===== src/rtl/core/xdx_pkg.sv =====
package xdx_pkg;

  localparam int unsigned MaxRunLength = 1048576;
  localparam int unsigned StepWidth    = 21;
  localparam int unsigned ScoreWidth   = 32;
  localparam int unsigned MatchWidth   = 8;
  localparam int unsigned XdropWidth   = 16;
  localparam int unsigned CodeWidth    = 3;

  localparam logic [StepWidth-1:0] MaxSteps = StepWidth'(MaxRunLength);

  localparam logic [CodeWidth-1:0] CodeSep = 3'd4;
  localparam logic [CodeWidth-1:0] CodeGap = 3'd5;

  localparam logic [ScoreWidth-1:0] ScoreMax = 32'h7fff_ffff;
  localparam logic [ScoreWidth-1:0] ScoreMin = 32'h8000_0000;

  typedef enum logic {
    MODE_RESCORE = 1'b0,
    MODE_EXTEND  = 1'b1
  } run_mode_t;

  typedef enum logic [1:0] {
    STOP_LAST  = 2'd0,
    STOP_SEP   = 2'd1,
    STOP_XDROP = 2'd2
  } stop_cause_t;

  typedef enum logic {
    REG_MATCH_SCORE = 1'b0,
    REG_X_DROP      = 1'b1
  } cfg_reg_t;

  typedef struct packed {
    logic signed [ScoreWidth-1:0] running_score;
    logic signed [ScoreWidth-1:0] best_gain;
    logic [StepWidth-1:0]         step_count;
    logic [StepWidth-1:0]         best_step;
    logic                         run_active;
    run_mode_t                    run_mode;
  } xdx_state_t;

  typedef struct packed {
    run_mode_t            op;
    logic [CodeWidth-1:0] base_a;
    logic [CodeWidth-1:0] base_b;
    logic                 first;
    logic                 last;
  } xdx_item_t;

  typedef struct packed {
    logic signed [ScoreWidth-1:0] total_score;
    logic [StepWidth-1:0]         best_steps;
    stop_cause_t                  stop_cause;
  } xdx_result_t;

endpackage


===== src/rtl/core/ungapped_xdrop_extension.sv =====
// Ungapped X-drop extension scorer.
// Aligned base pairs arrive on the s_ channel, one pair per transaction:
// tdata carries the two base codes, tuser the mode and the run-start flag,
// and tlast marks the last pair of the sequence or region. A pair with the
// start flag opens a run in rescore or extend mode. Each run yields one
// result on the m_ channel: the total or best gain, the step of the best
// match and the stop cause.
// The match score and X-drop registers are written through cfg_we,
// cfg_addr and cfg_wdata; the user must write them only while no run is in
// flight, which the block itself does not enforce. One pair is taken every
// cycle while s_tready is high. A pair is held in the input register while
// the score add, saturation and best-score compare update the run state and
// load the result register, which then presents the result of the run.
// When the receiver holds m_tready low, the result register keeps its
// transaction and s_tready drops once the input register is also full.
// Synchronous reset clears both registers and the run state and loads the
// register defaults of match score 1 and X-drop 20.
module ungapped_xdrop_extension (
  input  logic        clk,
  input  logic        rst,
  input  logic        s_tvalid,
  output logic        s_tready,
  input  logic [7:0]  s_tdata,   // base_a[2:0], base_b[5:3], zero pad [7:6]
  input  logic [1:0]  s_tuser,   // op[0], first[1]
  input  logic        s_tlast,
  output logic        m_tvalid,
  input  logic        m_tready,
  output logic [55:0] m_tdata,   // total_score[31:0], best_steps[52:32], stop_cause[54:53], pad
  input  logic        cfg_we,
  input  logic        cfg_addr,
  input  logic [15:0] cfg_wdata
);
  import xdx_pkg::*;

  logic [MatchWidth-1:0] match_score;
  logic [XdropWidth-1:0] x_drop;

  logic        in_valid;
  xdx_item_t   in_item;
  xdx_state_t  state;
  xdx_state_t  state_next;
  logic        emit;
  xdx_result_t result;
  logic        out_valid;
  xdx_result_t out_result;
  logic        advance;
  logic        fire;

  assign advance  = !out_valid || m_tready;
  assign s_tready = !in_valid || advance;
  assign fire     = in_valid && advance;

  always_ff @(posedge clk) begin
    if (rst) begin
      match_score <= MatchWidth'(1);
      x_drop      <= XdropWidth'(20);
    end else if (cfg_we) begin
      unique case (cfg_reg_t'(cfg_addr))
        REG_MATCH_SCORE: match_score <= cfg_wdata[MatchWidth-1:0];
        REG_X_DROP:      x_drop      <= cfg_wdata[XdropWidth-1:0];
        default:         ;
      endcase
    end
  end

  always_ff @(posedge clk) begin
    if (rst) begin
      in_valid <= 1'b0;
    end else if (s_tready) begin
      in_valid <= s_tvalid;
    end
  end

  always_ff @(posedge clk) begin
    if (s_tready && s_tvalid) begin
      in_item.op     <= run_mode_t'(s_tuser[0]);
      in_item.first  <= s_tuser[1];
      in_item.base_a <= s_tdata[2:0];
      in_item.base_b <= s_tdata[5:3];
      in_item.last   <= s_tlast;
    end
  end

  xdx_step u_step (
    .state       (state),
    .item        (in_item),
    .match_score (match_score),
    .x_drop      (x_drop),
    .state_next  (state_next),
    .emit        (emit),
    .result      (result)
  );

  always_ff @(posedge clk) begin
    if (rst) begin
      state <= '0;
    end else if (fire) begin
      state <= state_next;
    end
  end

  always_ff @(posedge clk) begin
    if (rst) begin
      out_valid <= 1'b0;
    end else if (advance) begin
      out_valid <= fire && emit;
    end
  end

  always_ff @(posedge clk) begin
    if (fire && emit) begin
      out_result <= result;
    end
  end

  assign m_tvalid = out_valid;
  assign m_tdata  = {1'b0, out_result.stop_cause, out_result.best_steps,
                     out_result.total_score};

  a_step_bound: assert property (@(posedge clk) disable iff (rst)
    state.step_count <= MaxSteps)
    else $error("step count passed the run length bound");

  a_best_step: assert property (@(posedge clk) disable iff (rst)
    state.best_step <= state.step_count)
    else $error("best step lies beyond the current step");

  a_best_nonneg: assert property (@(posedge clk) disable iff (rst)
    !state.best_gain[ScoreWidth-1])
    else $error("best gain went negative");

  a_run_ends: assert property (@(posedge clk) disable iff (rst)
    (fire && emit) |=> !state.run_active)
    else $error("run still active after its result");

  a_out_cause: assert property (@(posedge clk) disable iff (rst)
    out_valid |-> (out_result.stop_cause == STOP_LAST ||
                   out_result.stop_cause == STOP_SEP ||
                   out_result.stop_cause == STOP_XDROP))
    else $error("result carries an unknown stop cause");

endmodule


===== src/rtl/core/xdx_step.sv =====
module xdx_step (
  input  xdx_pkg::xdx_state_t              state,
  input  xdx_pkg::xdx_item_t               item,
  input  logic [xdx_pkg::MatchWidth-1:0]   match_score,
  input  logic [xdx_pkg::XdropWidth-1:0]   x_drop,
  output xdx_pkg::xdx_state_t              state_next,
  output logic                             emit,
  output xdx_pkg::xdx_result_t             result
);
  import xdx_pkg::*;

  logic                         active;
  run_mode_t                    mode;
  logic signed [ScoreWidth-1:0] rs;
  logic signed [ScoreWidth-1:0] best;
  logic [StepWidth-1:0]         sc_in;
  logic [StepWidth-1:0]         bstep;
  logic [StepWidth-1:0]         sc1;
  logic                         last_eff;
  logic                         gap;
  logic                         sep;
  logic                         equal;
  logic signed [ScoreWidth:0]   sum;
  logic signed [ScoreWidth-1:0] rs_new;
  logic signed [ScoreWidth+1:0] thr;

  assign active = item.first | state.run_active;
  assign mode   = item.first ? item.op : state.run_mode;
  assign rs     = item.first ? '0 : state.running_score;
  assign best   = item.first ? '0 : state.best_gain;
  assign sc_in  = item.first ? '0 : state.step_count;
  assign bstep  = item.first ? '0 : state.best_step;

  assign sc1      = (sc_in < MaxSteps) ? sc_in + StepWidth'(1) : sc_in;
  assign last_eff = item.last | (sc1 >= MaxSteps);

  assign gap   = (item.base_a >= CodeGap) | (item.base_b >= CodeGap);
  assign sep   = (item.base_a == CodeSep) | (item.base_b == CodeSep);
  assign equal = (item.base_a == item.base_b);

  always_comb begin
    if (equal) begin
      sum = {rs[ScoreWidth-1], rs} + $signed({1'b0, {(ScoreWidth-MatchWidth){1'b0}},
                                                match_score});
    end else begin
      sum = {rs[ScoreWidth-1], rs} - $signed({1'b0, {(ScoreWidth-MatchWidth){1'b0}},
                                                match_score});
    end
    if (sum[ScoreWidth] != sum[ScoreWidth-1]) begin
      rs_new = sum[ScoreWidth] ? ScoreMin : ScoreMax;
    end else begin
      rs_new = sum[ScoreWidth-1:0];
    end
  end

  // The X-drop bound uses the best score before this pair; a mismatch never raises it.
  assign thr = {{2{best[ScoreWidth-1]}}, best}
             - $signed({2'b00, {(ScoreWidth-XdropWidth){1'b0}}, x_drop});

  always_comb begin
    state_next          = state;
    emit                = 1'b0;
    result.total_score  = best;
    result.best_steps   = bstep;
    result.stop_cause   = STOP_LAST;
    if (active) begin
      state_next.run_active    = 1'b1;
      state_next.run_mode      = mode;
      state_next.running_score = rs;
      state_next.best_gain     = best;
      state_next.step_count    = sc1;
      state_next.best_step     = bstep;
      if (mode == MODE_RESCORE) begin
        if (!gap) begin
          state_next.running_score = rs_new;
        end
        if (last_eff) begin
          emit               = 1'b1;
          result.total_score = gap ? rs : rs_new;
          result.best_steps  = '0;
          result.stop_cause  = STOP_LAST;
        end
      end else begin
        if (!gap && sep) begin
          emit              = 1'b1;
          result.stop_cause = STOP_SEP;
        end else if (!gap && equal) begin
          state_next.running_score = rs_new;
          if (rs_new > best) begin
            state_next.best_gain = rs_new;
            state_next.best_step = sc1;
            result.total_score   = rs_new;
            result.best_steps    = sc1;
          end
          if (last_eff) begin
            emit = 1'b1;
          end
        end else if (!gap) begin
          state_next.running_score = rs_new;
          if ($signed({{2{rs_new[ScoreWidth-1]}}, rs_new}) < thr) begin
            emit              = 1'b1;
            result.stop_cause = STOP_XDROP;
          end else if (last_eff) begin
            emit = 1'b1;
          end
        end else if (last_eff) begin
          emit = 1'b1;
        end
      end
      if (emit) begin
        state_next.run_active = 1'b0;
      end
    end
  end

endmodule


===== config.mk =====
export PLATFORM = sky130hd
export DESIGN_NAME = ungapped_xdrop_extension
export DESIGN_NICKNAME = d
export VERILOG_FILES = /design/src/rtl/core/xdx_pkg.sv /design/src/rtl/core/ungapped_xdrop_extension.sv /design/src/rtl/core/xdx_step.sv
export SDC_FILE = /design/constraint.sdc
export NUM_CORES = 1
export LEC_CHECK = 0
export BUFFER_PORTS_ARGS = -buffer_cell sky130_fd_sc_hd__buf_2
export CORE_MARGIN = 5
export CORE_UTILIZATION = 42
export CTS_BUF_LIST = sky130_fd_sc_hd__clkbuf_8
export DETAILED_ROUTE_END_ITERATION = 8
export SLEW_MARGIN = 20
export SYNTH_ARGS = -nofsm -noshare
export SYNTH_HDL_FRONTEND = slang
export SYNTH_HIERARCHICAL = 1
export SYNTH_SLANG_ARGS = --single-unit

===== constraint.sdc =====
create_clock -name clk -period 12.6 [get_ports clk]
set_input_delay 2.52 -clock clk [delete_from_list [all_inputs] [get_ports clk]]
set_output_delay 2.52 -clock clk [all_outputs]
set_load 0.005 [all_outputs]

# Yosys cells after proc, flatten, opt, wreduce, memory -nomap -nowiden
# Index checks and enable logic that the tools add are counted.
# totals
reg_bits,198
input_bits,33
out_inout_bits,58
word_cells,89
# op_classes
n_addsub,4
n_lt_le_gt_ge,6
eq_ne,4
n_mux,39
n_bitwise,5
reduce_logical,13
# ops
operator,count
$mux W32,10
$mux W55,3
$mux W53,3
$mux W21,7
$mux W64,1
$add A32 B9 Y33,1
$lt A32 B33 Y1,1
$mux W33,1
$sub A32 B17 Y33,1
$sub A32 B9 Y33,1
$gt A32 B32 Y1,1
$add A21 B1 Y21 const B,1
$ge A21 B21 Y1 const B,1
$lt A21 B21 Y1 const B,1
$mux W1,10
$mux W2,4
$eq A3 B3 Y1 const B,2
$ge A3 B3 Y1 const B,2
$reduce_and A2 Y1,3
$logic_and A1 B1 Y1,5
$or A1 B1 Y1,4
$eq A3 B3 Y1,1
$logic_not A1 Y1,3
$logic_or A1 B1 Y1,2
other kinds (2),2

# Logic depth before layout (Yosys ltp)
# Gate-level depths: netlist (run 1).
# depth
ltp_word,14
mapped_depth,40
depth_no_buf,33

# Cells and area by module
# Netlist (run 1), hierarchy kept.
# modules_own_cells
mod,instances,cells_each,area_per_inst_um2,seq_area_each_um2
xdx_step,1,1313,8277.9,0.0
ungapped_xdrop_extension,1,654,7674.9,4604.4

# Worst setup path after synthesis (run 1)
# No wires, ideal clock.
# synth_timing
path_kind,reg2reg
startpoint,register in_item[1] in the netlist's numbering
endpoint,"register out_result (netlist bit m_tdata[0]), enable pin"
setup_time_ns,0.468
arrival_ns,9.269
required_ns,12.132
path_slack_ns,2.863
path_stages_with_launch,34
n_path_buf,6
period_less_slack_ns,9.737
cell_sequence,edfxtp_1 -> buf_2 -> clkbuf_1 -> buf_1 -> clkbuf_1 -> clkbuf_1 -> nor2b_1 -> ha_1 -> a211oi_1 -> o211ai_1 -> a41o_1 -> o21bai_1 -> nand2_1 -> a221oi_1 -> a31o_2 -> a21o_1 -> a21o_1 -> xor2_1 -> ha_1 -> clkbuf_1 -> o21ai_0 -> ha_1 -> a21o_1 -> a21o_1 -> a211oi_1 -> o21bai_1 -> a2111oi_0 -> o211ai_1 -> mux2_2 -> nand2_1 -> nor2_1 -> nor2_1 -> nand2_1 -> nor2_1
# synth_between
elab_chain_cells,14
elab_cells_between_ends,27
cone_classes,add/sub (4); order compare (3); eq/ne (1); mux (16); bitwise (2); reduce/logical (1)
# synth_rtl
element,line,text
"start, declared",ungapped_xdrop_extension.sv:39,xdx_item_t in_item;
$mux W32 / $mux W21 (equally long branches),"xdx_step.sv:29, xdx_step.sv:31",
"$sub A32 B9 Y33, or another cell as far along",xdx_step.sv:46,"sum = {rs[ScoreWidth-1], rs} - $signed({1'b0, {(ScoreWidth-MatchWidth){1'b0}},"
$mux W33 / $mux W21 (equally long branches),"xdx_step.sv:42, xdx_step.sv:34",
"$mux W32, or another cell as far along",xdx_step.sv:50,rs_new = sum[ScoreWidth] ? ScoreMin : ScoreMax;
$mux W32 / $or A1 B1 Y1 (equally long branches),"xdx_step.sv:49, xdx_step.sv:35",
$lt A32 B33 Y1 / $mux W1 (equally long branches),n/a,
$mux W1,xdx_step.sv:100,"if ($signed({{2{rs_new[ScoreWidth-1]}}, rs_new}) < thr) begin"
$mux W1,xdx_step.sv:98,end else if (!gap) begin
$mux W1,xdx_step.sv:87,end else if (!gap && equal) begin
$mux W1,xdx_step.sv:84,if (!gap && sep) begin
$mux W1,xdx_step.sv:73,if (mode == MODE_RESCORE) begin
$mux W1,xdx_step.sv:66,if (active) begin
$mux W1 *,xdx_step.sv:66,
named net emit,ungapped_xdrop_extension.sv:42,logic emit;
$logic_and A1 B1 Y1 *,ungapped_xdrop_extension.sv:111,if (fire && emit) begin
"end signal, assigned",ungapped_xdrop_extension.sv:112,out_result <= result;
"end, declared",ungapped_xdrop_extension.sv:45,xdx_result_t out_result;
# The timed path passes the listed nets; every way through them passes the cells marked *. The select of a mux whose other input is x is not followed.
# A chain may end at the register's enable or synchronous reset.

# Final worst setup path (run 1)
# layout_timing
startpoint,register match_score[4]
endpoint,"register out_result (netlist bit m_tdata[18]), enable pin"
# layout_between
elab_chain_cells,13
elab_cells_between_ends,15
cone_classes,add/sub (2); order compare (1); eq/ne (1); mux (10); reduce/logical (1)
# layout_rtl
element,line,text
"start, declared",ungapped_xdrop_extension.sv:35,logic [MatchWidth-1:0] match_score;
"start signal, assigned",ungapped_xdrop_extension.sv:55,match_score <= MatchWidth'(1);
"start signal, assigned",ungapped_xdrop_extension.sv:59,REG_MATCH_SCORE: match_score <= cfg_wdata[MatchWidth-1:0];
$sub A32 B9 Y33 / $add A32 B9 Y33 (equally long branches),"xdx_step.sv:46, xdx_step.sv:43",
$mux W33 *,xdx_step.sv:42,if (equal) begin
$mux W32 / $ne A1 B1 Y1 (equally long branches),"xdx_step.sv:50, xdx_step.sv:49",
$mux W32 *,xdx_step.sv:49,if (sum[ScoreWidth] != sum[ScoreWidth-1]) begin
$lt A32 B33 Y1 *,xdx_step.sv:100,
$mux W1 *,xdx_step.sv:100,
$mux W1 *,xdx_step.sv:98,
$mux W1 *,xdx_step.sv:87,
$mux W1 *,xdx_step.sv:84,
$mux W1 *,xdx_step.sv:73,
$mux W1 * (2 in a row),xdx_step.sv:66,
named net emit,ungapped_xdrop_extension.sv:42,
$logic_and A1 B1 Y1 *,ungapped_xdrop_extension.sv:111,
# Marks and branches as above.

==> results.md, run 1 <==
* Status: completed
* Worst path slowest cell: nor4_1
* Setup bufs post-CTS at 0
* TNS Setup at 0 ns
* 1st-pass router iterations at 7
* Root Driver: clkbuf_8
* Core box area at 37600 um2
* Post-synth EDFFs at 64
* Die height at 205 um
* DP Area at roughly 17000 um2
* Post-Syn Area at about 16000 um2
* Dpl hpwl at 34200 um
* Top cells by area, synth: dfxtp_1 17%, edfxtp_1 12%, ha_1 9.2%
* Leading area contributor after synthesis: dfxtp_1
* Clock sink count at 198
* RSZ-0062 raised after global routing: no
* Via count at 14.2k
* Peak VDD IR at ~0.000087 V
* CP max FO at slightly below 50
* PD cells at roughly 110 nW/um2
* Clock Skew at 0.0209 ns
* Most numerous cell in the Yosys netlist: nand2_1
* Async SR Flop Fraction at 0%
* Area grow syn2layout at 7.45%
* Cell family with most CP delay: simple AND/OR/NAND/NOR gates
* DRT iter0 DRCs at between 1k and 1.5k
* Setup WS post-layout at between 2 and 3 ns
* Max-slew violations at 0
* Post-Synthesis Cells at 1967
* Max frequency at 102 MHz
* Via-to-Cell Ratio at around 5.6
* CP max stage delay at approximately 0.83 ns
* Hold Fails Final Rpt at 0
* Vias in the first global route at 13.5k
* Global-route wire length before repair at 75900 um
* CP Data Arrival Time at 9.95 ns
* Worst path bufs/invs at 4
* Non-filler cells, final at 2514
* Die width at slightly above 200 um
* Cell area after layout at 17100 um2
* CP most frequent cell: ha_1
* Setup crit start kind: flip-flop
* Lkg Pwr at 6.97 nW
* Yosys top cell area share at between 10% and 20%
* Clock latency on the worst-skew pair at 0.53 ns
* Hold WC Path Type: reg2reg
* CTS tree: yes
* Most used DFF post-synth: dfxtp_1
* Starting density of the core at 42.5%
* # Max-Cap Violations at 0
* Placed cell count at 2482
* Routed Antenna Nets at 0
* Area of the multi-input gates at 10600 um2
* Net count after synthesis at 2119
* Final Wtd Congestion at ~0.94
* Synth top cells by count: 285 x nand2_1, 233 x nand2b_1, 134 x dfxtp_1
* Resize count post-CTS at 0
* FILL cells at 3757
* Ys Warns at 6
* Relative slew margins at 27.3%
* Clk slew on worst S/H paths at 0.12 ns
* Largest net degree at the start of global routing at 137
* Register Area at 4600 um2
* Num CTS Buffers at 17
* I/O pins at 91
* Cell Rows at 71
* Synthesized area per cell at between 8 and 9 um2
* Pwr Total at 0.00182 W
* Total GRT Usage at between 20% and 30%
* Die area at ~42000 um2
* Min Tclk post-route at around 9.8 ns
* Worst EP required at 12.77 ns
* Drt wl/cell at roughly 19 um
* Total congestion overflow at 0
* # diodes at 0
* Final wirelength at 48600 um
* CP endpoint kind: flip-flop
* Crit Path Class: reg2reg
* Initial antenna violation count at 0
* Least-Margin Pin Slew at 1.09 ns
* Nets at ~2.1k
* Synth unique cells at 85
* # setup viols final at 0
* # H-tree levels at 4
* PortBufs at 87
* Number of remaining DRC errors at 0
* Post-CTS Hold Buffers at 0
* Seq/Total Area, Yosys at 28.9%
* CTS max path bufs at 2
* Dpl ws at 3.03 ns
* Ratio of cells with drive above 1 in the final layout at between 8 and 9%
* Register bit total from synthesis at 198
* Period utilization at 77.6%
-- worst paths after layout --
| kind | endpoint | startpoint | slack (ns) | cells after the start |
|---|---|---|---|---|
| hold / removal | x_drop[12] | x_drop[12] | 0.46 | 2 |
| setup reg to reg | m_tdata[18] | match_score[4] | 2.82 | 31 |
| hold reg to reg | x_drop[12] | x_drop[12] | 0.46 | 2 |
| setup / recovery | m_tdata[18] | match_score[4] | 2.82 | 31 |
-- stage by stage --
step	utilization [%]	hold slack (ns)
2_1_floorplan	-	0.436
3_3_place_gp	44.5	0.447
3_5_place_dp	44.5	0.447
4_1_cts	45.6	0.462
5_1_grt	45.6	0.481
6_report	45.6	0.460
-- worst min-delay path: stages, from the launching register on --
cell	delay [ns]
dfxtp_1	0.32
nand2_1	0.05
a21oi_1	0.05
-- report_power, final --
group	leakage (nW)	switching [W]	internal [W]
Clock	0.209	0.000282	0.000168
Combinational	5.14	0.000450	0.000236
Sequential	1.63	0.00000994	0.000675
-- cells by family (layout without fill, tap and decap cells) --
kind of cell               after synthesis  in the layout  share of synthesized area [%]
adders and majority gates              119            119                           9.43
and+or+nand+nor                        822            822                           26.1
other                                    1              1                         0.0235
xor gates and xnor gates                82             82                           4.50
DFF                                    198            198                           28.9
muxes                                  115            115                           7.25
buffers and inverters                  184            220                           5.32
AOI/OAI and AO/OA                      446            446                           18.5
-- cell type report --
cell class	count	share of cell area (%)
multi-input combinational	1585	61.6
sequential	198	26.9
tap	511	3.73
timing repair buffer	109	3.66
inverter	79	1.73
clock buffer	17	1.36
clock inverter	15	1.09
-- layer usage --
| layer | GRT usage, % | up-vias | wire length (um) |
|---|---|---|---|
| met5 | 0 | - | 0 |
| met3 | 3.15 | 52 | 2780 |
| met2 | 37.3 | 433 | 22100 |
| met1 | 32.1 | 6738 | 22800 |
| li1 | - | 6936 | - |
| met4 | 6.44 | 0 | 980 |
-- flip-flops by register name (all words and copies together) (netlist names) --
| signal | cells |
|---|---|
| in_valid | 1 |
| x_drop | 16 |
| match_score | 8 |
| m_tdata | 55 |
| state | 108 |
| m_tvalid | 1 |
| in_item | 9 |
-- cells in the final DEF (no fill, tap or decap), types with 9 or more instances in the layout --
cell / n
a21boi_1: 10
clkbuf_8: 17
a21oi_1: 103
a31oi_1: 12
nand2_1: 285
a211oi_1: 14
a22o_1: 27
xnor2_1: 43
mux2i_1: 110
nand4_1: 28
dfxtp_1: 134
xor2_1: 39
o21ai_0: 82
o21ai_1: 29
o21a_1: 11
a21o_1: 51
edfxtp_1: 64
nor2_1: 111
a221o_1: 10
inv_1: 78
o211ai_1: 15
buf_2: 86
and3_1: 10
o221ai_1: 19
buf_4: 21
ha_1: 117
or3_1: 9
nor2b_1: 47
nand3_1: 31
nor3_1: 19
nand2b_1: 233
Power figures use the tool's default switching activity.
==> inputs of run 2 (changes only) <==
==> constraint.sdc (replaced) <==
create_clock -name clk -period 9.15 [get_ports clk]
set_input_delay 1.83 -clock clk [delete_from_list [all_inputs] [get_ports clk]]
set_output_delay 1.83 -clock clk [all_outputs]
set_load 0.005 [all_outputs]
==> run 2 against run 1 <==
Sequential power up 38%. Non-clock buffer count up 25. Design area up 1.0%. Highest routed layer unchanged. Critical path type unchanged. Clock skew up 0.0040 ns. Hold slack gained 0.0011 ns. Power rose by 37%. Setup slack got worse by 2.4 ns. Global-route usage up 0.35 points. First-iteration DRC count decreased by 19%. Combinational power grew 44%.
==> results.md, run 2 (synthesis gave the netlist of run 1 again) <==
* Number of remaining DRC errors at 0 (unchanged)
* Core box area at 37600 um2 (unchanged)
* Starting density of the core at 42.5% (unchanged)
* Die area at 42000 um2 (unchanged)
* Crit Path Class: reg2reg (unchanged)
* Lkg Pwr at 7.10 nW (was 6.97 nW)
* Worst path slowest cell: or3_1 (was nor4_1)
* Die width at 205 um (unchanged)
* Max-slew violations at 0 (unchanged)
* TNS Setup at 0 ns (unchanged)
* Global-route wire length before repair at 76900 um (was 75900 um)
* Worst reg2reg startpoint: match_score[2] (was match_score[4])
* Worst EP required at 9.37 ns (was 12.77 ns)
* Commonest non-fill, non-tap cell in the layout: nand2_1 (unchanged)
* Setup crit start kind: flip-flop (unchanged)
* CP max FO at 15 (was 49)
* Non-filler cells, final at 2540 (was 2514)
* Clock sink count at 198 (unchanged)
* Dpl hpwl at 35900 um (was 34200 um)
* Ratio of cells with drive above 1 in the final layout at 9.91% (was 8.94%)
* FILL cells at 3755 (was 3757)
* # Max-Cap Violations at 0 (unchanged)
* Peak VDD IR at 0.000111 V (was 0.0000869 V)
* PortBufs at 87 (unchanged)
* CP max stage delay at 0.42 ns (was 0.83 ns)
* Most frequent cells in the layout: 285 x nand2_1, 233 x nand2b_1, 134 x dfxtp_1, 117 x ha_1, 111 x nor2_1 (unchanged)
* Final Wtd Congestion at 0.912 (was 0.936)
* Area grow syn2layout at 8.54% (was 7.45%)
* 1st-pass router iterations at 5 (was 7)
* Root Driver: clkbuf_8 (unchanged)
* Max FFs per register at 108 (unchanged)
* Drt wl/cell at 19.6 um (was 19.3 um)
* PD cells at 144 nW/um2 (was 106 nW/um2)
* I/O pins at 91 (unchanged)
* Clock latency on the worst-skew pair at 0.55 ns (was 0.53 ns)
* Fin Hold WS at 0.461 ns (was 0.460 ns)
* Relative slew margins at 34.5% (was 27.3%)
* RSZ-0062 raised after global routing: no (unchanged)
* Nets at 2168 (was 2142)
* Hold Fails Final Rpt at 0 (unchanged)
* Cell Rows at 71 (unchanged)
* Least-Margin Pin Slew at 0.979 ns (was 1.09 ns)
* Num CTS Buffers at 17 (unchanged)
* Largest register by flop count: state (unchanged)
* CP endpoint kind: flip-flop (unchanged)
* DRT iter0 DRCs at 1026 (was 1263)
* Routed Antenna Nets at 0 (unchanged)
* CP Launch Point: match_score[2] (was match_score[4])
* CTS tree: yes (unchanged)
* # setup viols final at 0 (unchanged)
* Status: completed (unchanged)
* Clock Skew at 0.0249 ns (was 0.0209 ns)
* Initial antenna violation count at 0 (unchanged)
* # H-tree levels at 4 (unchanged)
* Hold WC Path Type: reg2reg (unchanged)
* CTS max path bufs at 2 (unchanged)
* CP most frequent cell: a21o_1 (was ha_1)
* Placed cell count at 2507 (was 2482)
* Max frequency at 114 MHz (was 102 MHz)
* Post-CTS Hold Buffers at 0 (unchanged)
* Via-to-Cell Ratio at 5.67 (was 5.63)
* Clk slew on worst S/H paths at 0.11 ns (was 0.12 ns)
* Hold path startpoint: x_drop[10] (was x_drop[12])
* Min Tclk post-route at 8.78 ns (was 9.78 ns)
* Largest net degree at the start of global routing at 144 (was 137)
* CP Data Arrival Time at 9.00 ns (was 9.95 ns)
* Period utilization at 95.9% (was 77.6%)
* # diodes at 0 (unchanged)
* Die height at 205 um (unchanged)
* Via count at 14.4k (was 14.2k)
* Final wirelength at 49800 um (was 48600 um)
* Total GRT Usage at 23.3% (was 23.0%)
* Total congestion overflow at 0 (unchanged)
* Vias in the first global route at 13.9k (was 13.5k)
-- run 2: area by class of cell --
type	count	area, um2	area share, %
Timing Repair Buffer	134	857	4.95
Multi-Input combinational cell	1586	10600	61.0
Sequential cell	198	4600	26.6
Tap cell	511	639	3.69
Clock inverter	15	125	0.723
Clock buffer	17	234	1.35
Inverter	79	297	1.71
-- run 2: path summary, 6_finish.rpt --
path                       to  slack, ns  cells after the start
setup / recovery  m_tdata[13]       0.37                     34
hold / removal     x_drop[10]       0.46                      2
hold reg to reg    x_drop[10]       0.46                      2
setup reg to reg  m_tdata[13]       0.37                     34
-- run 2: timing repair --
item	CTS	global route
endpoints found under the setup margin	0	106
hold endpoints to repair	0	0
gates resized for setup	0	3
buffers inserted	0	0
-- run 2: metrics by stage --
stage	cell area [um2]	worst slack, ns	utilization (%)	power, W
5_1_grt	17300	0.0335	46.1	0.00266
4_1_cts	17300	0.163	46.0	0.00251
3_3_place_gp	16900	0.265	45.1	0.00191
3_5_place_dp	16900	0.235	45.1	0.00193
6_report	17300	0.374	46.1	0.00250
2_1_floorplan	16000	0.340	-	0.00161
-- run 2: power breakdown --
group / internal (W) / total [W] / switching (W)
logic: 0.000362 / 0.000986 / 0.000624
registers: 0.000929 / 0.000943 / 0.0000140
clock network: 0.000196 / 0.000572 / 0.000376
total: 0.00149 / 0.00250 / 0.00101
-- run 2: worst max-delay path: cells and delay by family (launching register included) --
family                   cells  cell delay [ns]
adder cells (fa/ha/maj)      3             1.00
AND/OR/NAND/NOR             10             1.98
AO/OA/AOI/OAI               16             3.89
multiplexers                 1             0.38
flip-flops                   1             0.38
XOR/XNOR                     1             0.15
buffers and inverters        3             0.62
-- run 2: routing by layer --
metal	share of wire, %	wire, um	vias up	GRT usage (%)
met5	0	0	-	0
met1	46	22900	6829	32.2
met3	6.1	3020	107	4.48
met4	3.7	1830	0	8.78
met2	44	22000	478	36.3
li1	-	-	6989	-
==> inputs of run 3 (changes only) <==
--- a/config.mk
+++ b/config.mk
@@ -7,8 +7,7 @@
 export LEC_CHECK = 0
 export BUFFER_PORTS_ARGS = -buffer_cell sky130_fd_sc_hd__buf_2
 export CORE_MARGIN = 5
-export CORE_UTILIZATION = 42
-export CTS_BUF_LIST = sky130_fd_sc_hd__clkbuf_8
+export CORE_UTILIZATION = 35
 export DETAILED_ROUTE_END_ITERATION = 8
 export SLEW_MARGIN = 20
 export SYNTH_ARGS = -nofsm -noshare
==> constraint.sdc (replaced) <==
create_clock -name clk -period 7.6 [get_ports clk]
set_input_delay 1.52 -clock clk [delete_from_list [all_inputs] [get_ports clk]]
set_output_delay 1.52 -clock clk [all_outputs]
set_load 0.005 [all_outputs]
==> run 3 against run 2 <==
Core utilization shrank 0.62 points. Clock-buffer cell count is the same. Wire length increased by 11%. Critical path depth grew 2. Maximum frequency grew 17%. Final cell count up 13%. Setup slack worse by 0.30 ns. First-iteration DRC count up 13%. Non-clock buffer count up 246. Via count up 8.0%. Critical endpoint is now m_tdata[6]. Highest routed layer unchanged.
==> results.md, run 3 (synthesis gave the netlist of run 1 again) <==
* Least-Margin Pin Slew at 1.24 ns (was 0.979 ns)
* Hold path startpoint: x_drop[7] (was x_drop[10])
* Sw Ratio at 38.0% (was 40.5%)
* Number of remaining DRC errors at 0 (unchanged)
* PD cells at 187 nW/um2 (was 144 nW/um2)
* Min Tclk post-route at 7.53 ns (was 8.78 ns)
* # setup viols final at 0 (unchanged)
* Max FFs per register at 108 (unchanged)
* Worst hold stages at 2 (unchanged)
* CP endpoint kind: flip-flop (unchanged)
* Cell Rows at 78 (was 71)
* Setup crit start kind: flip-flop (unchanged)
* Peak VDD IR at 0.000188 V (was 0.000111 V)
* I/O pins at 91 (unchanged)
* Starting density of the core at 35.3% (was 42.5%)
* Status: completed (unchanged)
* Core box area at 45200 um2 (was 37600 um2)
* CP max stage delay at 0.43 ns (was 0.42 ns)
* Die area at 50000 um2 (was 42000 um2)
* Hold Path End: x_drop[7] (was x_drop[10])
* CTS max path bufs at 2 (unchanged)
* RSZ-0062 raised after global routing: yes (was no)
* Area grow syn2layout at 28.8% (was 8.54%)
* FF-to-FF path depth at 36 (was 34)
* Root Driver: clkbuf_16 (was clkbuf_8)
* DP Area at 18700 um2 (was 16900 um2)
* Clock Skew at 0.0195 ns (was 0.0249 ns)
* Int Pwr at 0.00238 W (was 0.00149 W)
* Die height at 223 um (was 205 um)
* Relative slew margins at 17.2% (was 34.5%)
* Hold WC Path Type: reg2reg (unchanged)
* Cell area after layout at 20500 um2 (was 17300 um2)
* Worst reg2reg startpoint: in_item[5] (was match_score[2])
* Final Wtd Congestion at 0.916 (was 0.912)
* PortBufs at 87 (unchanged)
* Clock sink count at 198 (unchanged)
* Cell family with most CP delay: compound AO/OA/AOI/OAI gates (unchanged)
* Worst path bufs/invs at 9 (was 3)
* # H-tree levels at 4 (unchanged)
* Global-route wire length before repair at 83000 um (was 76900 um)
* Hold Fails Final Rpt at 0 (unchanged)
* Max frequency at 133 MHz (was 114 MHz)
* # Max-Cap Violations at 0 (unchanged)
* Post-CTS Hold Buffers at 0 (unchanged)
* Total GRT Usage at 20.9% (was 23.3%)
* Final wirelength at 55400 um (was 49800 um)
* Period utilization at 99.1% (was 95.9%)
* Num CTS Buffers at 17 (unchanged)
* Initial antenna violation count at 1 (was 0)
* Worst path slowest cell: o211ai_1 (was or3_1)
* Dpl hpwl at 39400 um (was 35900 um)
* Flop pwr share at 29.6% (was 37.7%)
* Vias in the first global route at 14.9k (was 13.9k)
* Reg2Reg Setup Slack at 0.07 ns (was 0.37 ns)
* CTS tree: yes (unchanged)
* Commonest non-fill, non-tap cell in the layout: nand2_1 (unchanged)
* Nets at 2414 (was 2168)
* Largest register by flop count: state (unchanged)
* Non-filler cells, final at 2876 (was 2540)
* Via count at 15.6k (was 14.4k)
* NetSw at 0.00146 W (was 0.00101 W)
* Total congestion overflow at 0 (unchanged)
* 1st-pass router iterations at 5 (unchanged)
* Clock latency on the worst-skew pair at 0.49 ns (was 0.55 ns)
* Drt wl/cell at 19.3 um (was 19.6 um)
* CP Data Arrival Time at 7.73 ns (was 9.00 ns)
* Clk slew on worst S/H paths at 0.08 ns (was 0.11 ns)
* Logic pwr share at 45.3% (was 39.4%)
* Ratio of cells with drive above 1 in the final layout at 23.7% (was 9.91%)
* CP max FO at 8 (was 15)
* Worst EP required at 7.80 ns (was 9.37 ns)
* Routed Antenna Nets at 0 (unchanged)
* Via-to-Cell Ratio at 5.41 (was 5.67)
* Crit Reg-Reg Endpoint: m_tdata[6] (was m_tdata[13])
* Die width at 223 um (was 205 um)
* Placed cell count at 2802 (was 2507)
* Largest net degree at the start of global routing at 127 (was 144)
* Clock Power Share at 25.1% (was 22.9%)
* Most frequent cells in the layout: 279 x nand2_1, 256 x buf_4, 232 x nand2b_1, 132 x dfxtp_1, 110 x mux2i_1 (was 285 x nand2_1, 233 x nand2b_1, 134 x dfxtp_1, 117 x ha_1, 111 x nor2_1)
* DRT iter0 DRCs at 1158 (was 1026)
* Max-slew violations at 0 (unchanged)
* Lkg Pwr at 8.67 nW (was 7.10 nW)
* Crit Path Class: reg2reg (unchanged)
run 3: changes by cell type in the layout (fill, tap and decap cells not counted), sizes merged:
cell,before,now
inv,86,84
clkbuf,17,21
clkinv,8,9
buf,134,376
clkinvlp,0,1
diode,0,1
run 3: how the worst max path moves through the flow:
stage | endpoint | from | depth (start not counted)
after floorplan | m_tdata[0] | in_item[5] | 32
after global placement | state[54] | in_item[3] | 36
after detailed placement | state[64] | in_item[3] | 36
after CTS | m_tdata[5] | match_score[3] | 36
after global routing | state[3] | in_item[5] | 38
final | m_tdata[6] | in_item[5] | 36
run 3: metrics by stage:
step	hold WS (ns)	worst slack [ns]	total power [W]	setup TNS (ns)	utilization [%]
floorplan	0.436	0.000676	0.00195	0	-
global placement	0.446	-0.851	0.00261	-104.11	41.3
detailed placement	0.449	-0.992	0.00264	-114.49	41.3
CTS	0.459	-0.0286	0.00373	-0.291	44.3
global route	0.478	-0.204	0.00403	-14.32	45.5
finish	0.458	0.0722	0.00384	0	45.5
run 3: cell type report:
class,count,area (um2)
Fill cell,4386,24600
Multi-Input combinational cell,1586,11200
Sequential cell,198,4610
Timing Repair Buffer,380,3050
Tap cell,600,751
Clock buffer,17,425
Inverter,79,300
Clock inverter,15,183
Antenna cell,1,2.50
run 3: power by group through the flow:
stage / Sequential, W / Clock (W) / Combinational [W]
final: 0.00113 / 0.000964 / 0.00174
after global routing: 0.00114 / 0.00102 / 0.00187
after CTS: 0.00113 / 0.000981 / 0.00162
after detailed placement: 0.00116 / 0 / 0.00148
after global placement: 0.00116 / 0 / 0.00145
after floorplan: 0.00116 / 0 / 0.000792
run 3: metal layers:
layer  vias up  part of all wire [%]  track usage, %  wire length [um]
met5         -                     0               0                 0
met4         0                   2.7            6.48              1500
met3        85                   4.6            2.63              2560
met2       449                    47            34.4             25800
met1      7520                    46            28.5             25500
li1       7498                     -               -                 -
run 3: worst reg2reg max path: cells and delay by family, from the launching register on:
family | cells | cell delay [ns]
flops | 1 | 0.39
fa+ha+maj | 3 | 0.93
simple gates | 10 | 1.35
buf+inv | 9 | 1.42
compound gates | 10 | 2.06
mux | 2 | 0.74
xor+xnor | 2 | 0.35
run 3: what timing repair did:
action,CTS,global route
resized for setup,86,72
cloned,4,4
setup buffers,21,17
pin swaps,47,46
endpoints found under the setup margin,163,162
